<file path="config.mk">
export PLATFORM = sky130hd
export DESIGN_NAME = imu_frame_parser_scaler
export DESIGN_NICKNAME = d
export VERILOG_FILES = /design/src/sv/imufps_pkg.sv /design/src/sv/imufps_parser.sv /design/src/sv/imufps_scaler.sv /design/src/sv/imu_frame_parser_scaler.sv
export SDC_FILE = /design/constraint.sdc
export NUM_CORES = 2
export LEC_CHECK = 0
export ABC_AREA = 0
export BUFFER_PORTS_ARGS = -buffer_cell sky130_fd_sc_hd__buf_2
export CORE_MARGIN = 8
export CORE_UTILIZATION = 26
export DETAILED_ROUTE_END_ITERATION = 10
export MAX_ROUTING_LAYER = met4
export SLEW_MARGIN = 20
export SYNTH_ARGS = -nofsm -noshare
export SYNTH_HDL_FRONTEND = slang
export SYNTH_SLANG_ARGS = --single-unit
</file>
<file path="constraint.sdc">
create_clock -name clk -period 17.23 [get_ports clk]
set_input_delay 1.723 -clock clk [delete_from_list [all_inputs] [get_ports clk]]
set_output_delay 1.723 -clock clk [all_outputs]
set_load 0.005 [all_outputs]
</file>
<file path="src/sv/imufps_pkg.sv">
// Shared types, constants and the scaling function for the IMU frame parser and scaler.
`timescale 1ns / 1ps
`default_nettype none

package imufps_pkg;

  localparam int unsigned MAX_FRAME_LENGTH = 32;
  localparam int unsigned MIN_FRAME_LENGTH = 10;
  localparam int unsigned LEN_W = 6;
  localparam int unsigned POS_W = $clog2(MAX_FRAME_LENGTH);
  localparam int unsigned MULT_W = 25;

  localparam logic [LEN_W-1:0] LEN_RESET = LEN_W'(11);
  localparam logic [LEN_W-1:0] LEN_MIN = LEN_W'(MIN_FRAME_LENGTH);
  localparam logic [LEN_W-1:0] LEN_MAX = LEN_W'(MAX_FRAME_LENGTH);

  localparam logic [7:0] HEADER_BYTE = 8'h55;
  localparam logic [7:0] TYPE_TIME   = 8'h50;
  localparam logic [7:0] TYPE_ACCEL  = 8'h51;
  localparam logic [7:0] TYPE_GYRO   = 8'h52;
  localparam logic [7:0] TYPE_ANGLE  = 8'h53;
  localparam logic [7:0] TYPE_MAG    = 8'h54;
  localparam logic [7:0] TYPE_QUAT   = 8'h59;

  localparam logic [2:0] KIND_TIME  = 3'd0;
  localparam logic [2:0] KIND_ACCEL = 3'd1;
  localparam logic [2:0] KIND_GYRO  = 3'd2;
  localparam logic [2:0] KIND_ANGLE = 3'd3;
  localparam logic [2:0] KIND_MAG   = 3'd4;
  localparam logic [2:0] KIND_QUAT  = 3'd5;

  localparam logic [MULT_W-1:0] MULT_ACCEL = MULT_W'(20552090);
  localparam logic [MULT_W-1:0] MULT_GYRO  = MULT_W'(4575276);
  localparam logic [MULT_W-1:0] MULT_ANGLE = MULT_W'(411775);
  localparam logic [MULT_W-1:0] MULT_QUAT  = MULT_W'(131072);

  typedef logic [7:0][7:0] payload_t;

  typedef struct packed {
    logic [7:0] data_byte;
    logic       end_of_burst;
  } in_t;

  typedef struct packed {
    logic [2:0]         kind;
    logic signed [15:0] raw_word0;
    logic signed [15:0] raw_word1;
    logic signed [15:0] raw_word2;
    logic signed [15:0] raw_word3;
    logic signed [31:0] scaled0;
    logic signed [31:0] scaled1;
    logic signed [31:0] scaled2;
    logic signed [31:0] scaled3;
  } out_t;

  typedef struct packed {
    logic [2:0] kind;
    payload_t   payload;
  } frame_t;

  function automatic logic [31:0] scale_word(input logic [15:0] raw, input logic [2:0] kind);
    logic [MULT_W-1:0] mult;
    logic [15:0]       mag;
    logic [40:0]       prod;
    logic [40:0]       rounded;
    logic [24:0]       q;
    logic [31:0]       res;
    case (kind)
      KIND_ACCEL: mult = MULT_ACCEL;
      KIND_GYRO:  mult = MULT_GYRO;
      KIND_ANGLE: mult = MULT_ANGLE;
      KIND_QUAT:  mult = MULT_QUAT;
      default:    mult = '0;
    endcase
    mag = raw[15] ? 16'(-raw) : raw;
    prod = 41'(mag) * 41'(mult);
    rounded = prod + 41'h8000;
    q = rounded[40:16];
    res = raw[15] ? 32'(-{7'd0, q}) : {7'd0, q};
    case (kind)
      KIND_MAG:  scale_word = {raw, 16'd0};
      KIND_TIME: scale_word = '0;
      default:   scale_word = res;
    endcase
  endfunction

endpackage

`default_nettype wire

</file>
<file path="src/sv/imufps_parser.sv">
// Byte parser: header hunt, frame collection and frame register.
`timescale 1ns / 1ps
`default_nettype none

module imufps_parser
  import imufps_pkg::*;
(
  input  wire logic             clk,
  input  wire logic             rst,
  input  wire logic             in_valid,
  output logic                  in_ready,
  input  wire in_t              in_data,
  input  wire logic             cfg_valid,
  input  wire logic [LEN_W-1:0] cfg_data,
  output logic                  frame_valid,
  input  wire logic             frame_ready,
  output frame_t                frame
);

  logic [LEN_W-1:0] frame_length;
  logic [LEN_W-1:0] eff_len;
  logic [POS_W-1:0] pos;
  logic [POS_W-1:0] pos_next;
  logic [7:0]       frame_type;
  logic [7:0]       frame_type_next;
  payload_t         payload;
  payload_t         payload_next;
  logic             done;
  logic             known;
  logic [2:0]       kind;
  logic             accept;

  assign accept   = in_valid && in_ready;
  assign in_ready = !frame_valid || frame_ready;

  always_comb begin
    if (frame_length < LEN_MIN) begin
      eff_len = LEN_MIN;
    end else if (frame_length > LEN_MAX) begin
      eff_len = LEN_MAX;
    end else begin
      eff_len = frame_length;
    end
  end

  always_comb begin
    pos_next        = pos;
    frame_type_next = frame_type;
    payload_next    = payload;
    done            = 1'b0;
    if (pos == '0) begin
      if (in_data.data_byte == HEADER_BYTE) begin
        pos_next = POS_W'(1);
      end
    end else begin
      if (pos == POS_W'(1)) begin
        frame_type_next = in_data.data_byte;
      end
      if (pos >= POS_W'(2) && pos < POS_W'(10)) begin
        payload_next[3'(pos - POS_W'(2))] = in_data.data_byte;
      end
      if (({1'b0, pos} + LEN_W'(1)) >= eff_len) begin
        done     = 1'b1;
        pos_next = '0;
      end else begin
        pos_next = pos + POS_W'(1);
      end
    end
    if (in_data.end_of_burst) begin
      pos_next = '0;
    end
  end

  always_comb begin
    known = 1'b1;
    case (frame_type)
      TYPE_TIME:  kind = KIND_TIME;
      TYPE_ACCEL: kind = KIND_ACCEL;
      TYPE_GYRO:  kind = KIND_GYRO;
      TYPE_ANGLE: kind = KIND_ANGLE;
      TYPE_MAG:   kind = KIND_MAG;
      TYPE_QUAT:  kind = KIND_QUAT;
      default: begin
        kind  = KIND_TIME;
        known = 1'b0;
      end
    endcase
  end

  always_ff @(posedge clk) begin
    if (rst) begin
      frame_length <= LEN_RESET;
      pos          <= '0;
      frame_type   <= '0;
      frame_valid  <= 1'b0;
    end else begin
      if (cfg_valid) begin
        frame_length <= cfg_data;
      end
      if (frame_ready) begin
        frame_valid <= 1'b0;
      end
      if (accept) begin
        pos        <= pos_next;
        frame_type <= frame_type_next;
        if (done && known) begin
          frame_valid <= 1'b1;
        end
      end
    end
  end

  always_ff @(posedge clk) begin
    if (accept) begin
      payload <= payload_next;
      if (done && known) begin
        frame.kind    <= kind;
        frame.payload <= payload_next;
      end
    end
  end

endmodule

`default_nettype wire

</file>
<file path="src/sv/imufps_scaler.sv">
// Word assembly, Q16.16 scaling and result register.
`timescale 1ns / 1ps
`default_nettype none

module imufps_scaler
  import imufps_pkg::*;
(
  input  wire logic   clk,
  input  wire logic   rst,
  input  wire logic   frame_valid,
  output logic        frame_ready,
  input  wire frame_t frame,
  output logic        out_valid,
  input  wire logic   out_ready,
  output out_t        out_data
);

  logic [3:0][15:0] words;
  out_t             result;

  assign frame_ready = !out_valid || out_ready;

  always_comb begin
    for (int i = 0; i < 4; i++) begin
      words[i] = {frame.payload[2 * i + 1], frame.payload[2 * i]};
    end
    result.kind      = frame.kind;
    result.raw_word0 = words[0];
    result.raw_word1 = words[1];
    result.raw_word2 = words[2];
    result.raw_word3 = words[3];
    result.scaled0   = scale_word(words[0], frame.kind);
    result.scaled1   = scale_word(words[1], frame.kind);
    result.scaled2   = scale_word(words[2], frame.kind);
    result.scaled3   = (frame.kind == KIND_QUAT) ? scale_word(words[3], frame.kind) : '0;
  end

  always_ff @(posedge clk) begin
    if (rst) begin
      out_valid <= 1'b0;
    end else if (frame_valid && frame_ready) begin
      out_valid <= 1'b1;
    end else if (out_ready) begin
      out_valid <= 1'b0;
    end
  end

  always_ff @(posedge clk) begin
    if (frame_valid && frame_ready) begin
      out_data <= result;
    end
  end

endmodule

`default_nettype wire

</file>
<file path="src/sv/imu_frame_parser_scaler.sv">
// IMU serial frame parser with Q16.16 scaling: top level.
//
// Input channel (in_valid/in_ready/in_data) takes one serial byte per
// transaction with an end-of-burst flag. The parser hunts for header 0x55,
// then collects a frame of frame_length bytes (clamped to 10..32).
// A complete known-type frame yields one output transaction carrying the kind,
// four raw signed words and their Q16.16 scaled values (the fourth only for
// quaternions); unknown types yield nothing. End of burst drops a partial frame.
// Configuration channel (cfg_valid/cfg_ready/cfg_data) writes frame_length;
// cfg_ready is always high. Write it only while the block is idle.
// Throughput: one byte per cycle while in_ready is high.
// Output path: the last frame byte completes the frame in the frame register,
// then the scaled result is captured in the result register.
// Stall: a held result backs up into the frame register; in_ready drops
// only when both hold a frame.
// Reset: frame_length returns to 11, the parser hunts, no result is valid.
`timescale 1ns / 1ps
`default_nettype none

module imu_frame_parser_scaler
  import imufps_pkg::*;
(
  input  wire logic             clk,
  input  wire logic             rst,
  input  wire logic             in_valid,
  output logic                  in_ready,
  input  wire in_t              in_data,
  output logic                  out_valid,
  input  wire logic             out_ready,
  output out_t                  out_data,
  input  wire logic             cfg_valid,
  output logic                  cfg_ready,
  input  wire logic [LEN_W-1:0] cfg_data
);

  logic   frame_valid;
  logic   frame_ready;
  frame_t frame;

  assign cfg_ready = 1'b1;

  imufps_parser u_parser (
    .clk         (clk),
    .rst         (rst),
    .in_valid    (in_valid),
    .in_ready    (in_ready),
    .in_data     (in_data),
    .cfg_valid   (cfg_valid),
    .cfg_data    (cfg_data),
    .frame_valid (frame_valid),
    .frame_ready (frame_ready),
    .frame       (frame)
  );

  imufps_scaler u_scaler (
    .clk         (clk),
    .rst         (rst),
    .frame_valid (frame_valid),
    .frame_ready (frame_ready),
    .frame       (frame),
    .out_valid   (out_valid),
    .out_ready   (out_ready),
    .out_data    (out_data)
  );

`ifndef ASSERT_OFF
  a_stall_backs_up: assert property (@(posedge clk) disable iff (rst)
    (out_valid && !out_ready && frame_valid) |-> !in_ready)
    else $error("input accepted while both stages hold a frame");

  a_kind_range: assert property (@(posedge clk) disable iff (rst)
    out_valid |-> (out_data.kind <= KIND_QUAT))
    else $error("result kind out of range");

  a_fourth_zero: assert property (@(posedge clk) disable iff (rst)
    (out_valid && out_data.kind != KIND_QUAT) |-> (out_data.scaled3 == '0))
    else $error("fourth scaled word nonzero outside quaternion");

  a_time_zero: assert property (@(posedge clk) disable iff (rst)
    (out_valid && out_data.kind == KIND_TIME) |-> (out_data.scaled0 == '0))
    else $error("time frame scaled nonzero");
`endif

endmodule

`default_nettype wire

</file>
==> impl_metrics.env <==
export IMPL_outcome="finished, final reports clean"
export IMPL_cts_resized=0
export IMPL_cts_root_buffer_cell="sky130_fd_sc_hd__clkbuf_16"
export IMPL_cap_viol_max_count=0
export IMPL_yosysMostFrequentCell="sky130_fd_sc_hd__inv_1"
export IMPL_drive_above_1_share_pct=7.32
export IMPL_topRoutingLayerUsed="met4"
export IMPL_power_per_cell_area_mw_per_mm2=29.7
export IMPL_layout_area_overhead_vs_synth_pct=10.4
export IMPL_final_hold_viol_count=0
export IMPL_pin_count_of_the_biggest_net_entering_global_routing=70
export IMPL_grt_first_pass_wirelength_um=313000
export IMPL_floorplan_io_pins=218
export IMPL_critical_path_max_fanout=8
export IMPL_core_region_area_mm2=0.230
export IMPL_detailroute_via_count=43940
export IMPL_timing_final_max_slew_violations=0
export IMPL_max_freq_mhz=85.6
export IMPL_total_cell_area_at_the_placement_stage_mm2=0.0647
export IMPL_synthDistinctLibCells=92
export IMPL_clk_pin_slew_worst_paths_ns=0.06
export IMPL_worstSetupEndpointType="flip-flop"
export IMPL_rsz_0062_raised_after_global_routing="false"
export IMPL_grt_use_total_pct=17.4
export IMPL_tritoncts_num_sinks=347
export IMPL_globalplace_congestion=1.00
export IMPL_synthDominantCellAreaShare_pct=33.7
export IMPL_die_height_um=497
export IMPL_floorplan_initialDensity_pct=26.1
export IMPL_synth_cells_most_frequent="sky130_fd_sc_hd__inv_1, sky130_fd_sc_hd__fa_1, sky130_fd_sc_hd__ha_1"
export IMPL_cts_hold_repair_buffers=0
export IMPL_die_area_mm2=0.247
export IMPL_leakage_nw=34.7
export IMPL_ys_warnings_count=0
export IMPL_seq_area_mm2=0.0102
export IMPL_syn_area_mm2=0.0601
export IMPL_postCtsSetupBuffers=0
export IMPL_viasPerCell=4.68
export IMPL_mappedNetlistNets=7905
export IMPL_grt_pass1_vias=47205
export IMPL_worst_pin_slew_ns=1.16
export IMPL_synth_top_cells_by_area="sky130_fd_sc_hd__fa_1, sky130_fd_sc_hd__edfxtp_1, sky130_fd_sc_hd__ha_1, sky130_fd_sc_hd__inv_1, sky130_fd_sc_hd__nor2_1"
export IMPL_clock_insertion_delay_worst_skew_ns=0.69
export IMPL_io_buffer_count=216
export IMPL_synth_seq_area_share_pct=17.0
export IMPL_path_class="flip-flop to flip-flop"
export IMPL_worstPathArrival_ns=12.06
export IMPL_grt_antenna_before_repair=25
export IMPL_met3WireLength_um=10900
export IMPL_finalSetupViolations=0
export IMPL_number_of_flops_mapped_to_enable_cells_by_yosys=326
export IMPL_final_period_utilization_pct=67.8
export IMPL_number_of_synthesized_register_bits=347
export IMPL_tritoncts="built"
export IMPL_routed_wl_met2_um=96800
export IMPL_cp_slowest_cell="sky130_fd_sc_hd__a311oi_1"
export IMPL_numCtsBuffers=43
export IMPL_synthFlopType="sky130_fd_sc_hd__edfxtp_1"
export IMPL_cts_root_to_sink_buffers=3
export IMPL_postSynthCellCount=6164
export IMPL_syn_area_per_cell_um2=9.74
export IMPL_die_width_um=497
export IMPL_finalNetCount=8044
export IMPL_worst_ep_required_time_ns=17.61
export IMPL_std_cell_rows=176
export IMPL_remaining_drc_errors=0
export IMPL_clock_tree_skew_after_final_layout_ns=0.0372
export IMPL_cpMostUsedCell="sky130_fd_sc_hd__fa_1"
export IMPL_finalSetupTns_ns=0
export IMPL_initialDrtViolationCount=3225
export IMPL_maxSlewHeadroom_pct=23.0
export IMPL_route_final_wire_length_um=209000
export IMPL_ctsHtreeMaxLevel=2
export IMPL_synth_async_sr_flop_share_pct=0
export IMPL_post_route_min_period_ns=11.68
export IMPL_dp_worst_setup_slack_ns=5.69
export IMPL_worstSetupStartpointType="flip-flop"
export IMPL_drt_met1_wl_um=91300
export IMPL_ant_nets=0
export IMPL_fin_area_mm2=0.0663
export IMPL_final_setup_worst_slack_ns=5.55
export IMPL_n_fill_cell=24311
export IMPL_wl_per_cell_um=22.2
export IMPL_hp_class="flip-flop to flip-flop"
export IMPL_place_hpwl_um=178000
export IMPL_timing_critical_path_slowest_cell_delay_ns=0.95
export IMPL_overflow=0
export IMPL_worst_ir_drop_vdd_v=0.0000672
export IMPL_drt_first_pass_iters=6
export IMPL_multiInputGateArea_mm2=0.0437
export IMPL_synth_largest_area_cell="sky130_fd_sc_hd__fa_1"
-- report_power, final --
part	internal [mW]	switching, mW
Sequential	0.924	0.00368
Clock	0.566	0.447
Combinational	0.0114	0.0194
Total	1.50	0.470
-- metal layers --
| layer | up-vias | GRT usage [%] |
|---|---|---|
| met2 | 1301 | 27.6 |
| li1 | 20027 | - |
| met3 | 263 | 2.43 |
| met4 | 0 | 6.81 |
| met1 | 22349 | 22.6 |
| met5 | - | - |
-- cells in the final DEF, fill, tap and decap left out, drive strengths merged, types with 14 or more instances in the layout --
| cell | n |
|---|---|
| a2111oi | 14 |
| a211oi | 28 |
| a21o | 78 |
| a21oi | 197 |
| a31oi | 18 |
| and2 | 47 |
| and3 | 46 |
| buf | 254 |
| clkbuf | 46 |
| dfxtp | 21 |
| diode | 35 |
| edfxtp | 326 |
| fa | 1012 |
| ha | 709 |
| inv | 1514 |
| mux2 | 65 |
| mux2i | 28 |
| nand2 | 405 |
| nand2b | 49 |
| nand3 | 53 |
| nand4 | 41 |
| nor2 | 423 |
| nor2b | 22 |
| nor3 | 70 |
| nor4 | 15 |
| o211ai | 23 |
| o21a | 28 |
| o21ai | 173 |
| o21bai | 26 |
| o31ai | 43 |
| o41ai | 15 |
| or2 | 35 |
| or3 | 51 |
| or4 | 23 |
| xnor2 | 122 |
| xor2 | 123 |
-- flip-flops by register name, summed over array words and instances (netlist names) --
name                   count
u_scaler.out_valid         1
u_scaler.out_data        195
u_parser.frame            67
u_parser.pos               5
u_parser.payload          64
u_parser.frame_length      6
u_parser.frame_type        8
u_parser.frame_valid       1
-- worst max-delay path: cells and delay by family (launching register included) --
kind | cells | cell delay (ns)
fa+ha+maj | 8 | 3.66
xor+xnor | 2 | 0.61
buf+inv | 4 | 0.66
compound gates | 9 | 3.80
flops | 1 | 0.63
simple gates | 8 | 2.01
-- cells by family after synthesis --
kind of cell / Yosys count / share of synthesized area [%]
mux: 93 / 1.69
buf+inv: 1666 / 10.4
compound gates: 765 / 8.45
xor+xnor: 245 / 3.57
simple gates: 1326 / 10.4
other cells: 1 / 0.00624
fa+ha+maj: 1721 / 48.5
flops: 347 / 17.0
-- final timing paths --
path | from | to | slack (ns) | cells after the start
setup / recovery | u_parser.frame[32]$_DFFE_PP_ | u_scaler.out_data[54]$_DFFE_PP_ | 5.55 | 31
hold / removal | u_parser.frame_valid$_SDFF_PP0_ | u_scaler.out_valid$_SDFFE_PP0P_ | 0.51 | 2
setup reg to reg | u_parser.frame[32]$_DFFE_PP_ | u_scaler.out_data[54]$_DFFE_PP_ | 5.55 | 31
hold reg to reg | u_parser.frame_valid$_SDFF_PP0_ | u_scaler.out_valid$_SDFFE_PP0P_ | 0.51 | 2
-- metrics by stage --
| stage | instances | utilization [%] | total power [mW] | hold WS, ns |
|---|---|---|---|---|
| global route | 9393 | 28.8 | 2.04 | 0.529 |
| global placement | 9283 | 28.1 | 0.975 | 0.468 |
| finish | 9396 | 28.8 | 1.97 | 0.508 |
| detailed placement | 9283 | 28.1 | 0.976 | 0.486 |
| floorplan | 6164 | - | 0.963 | 0.421 |
| CTS | 9360 | 28.8 | 2.01 | 0.502 |
-- layout make-up --
type | count | share of cell area, %
flip-flops and latches | 347 | 15.4
diodes | 35 | 0.132
multi-input cells | 4151 | 65.9
well taps | 3026 | 5.71
clock buffers | 46 | 1.65
clock inverters | 31 | 0.645
repair buffers | 254 | 2.08
inverters | 1506 | 8.53
Note: power is estimated with default switching activity, not from simulation.
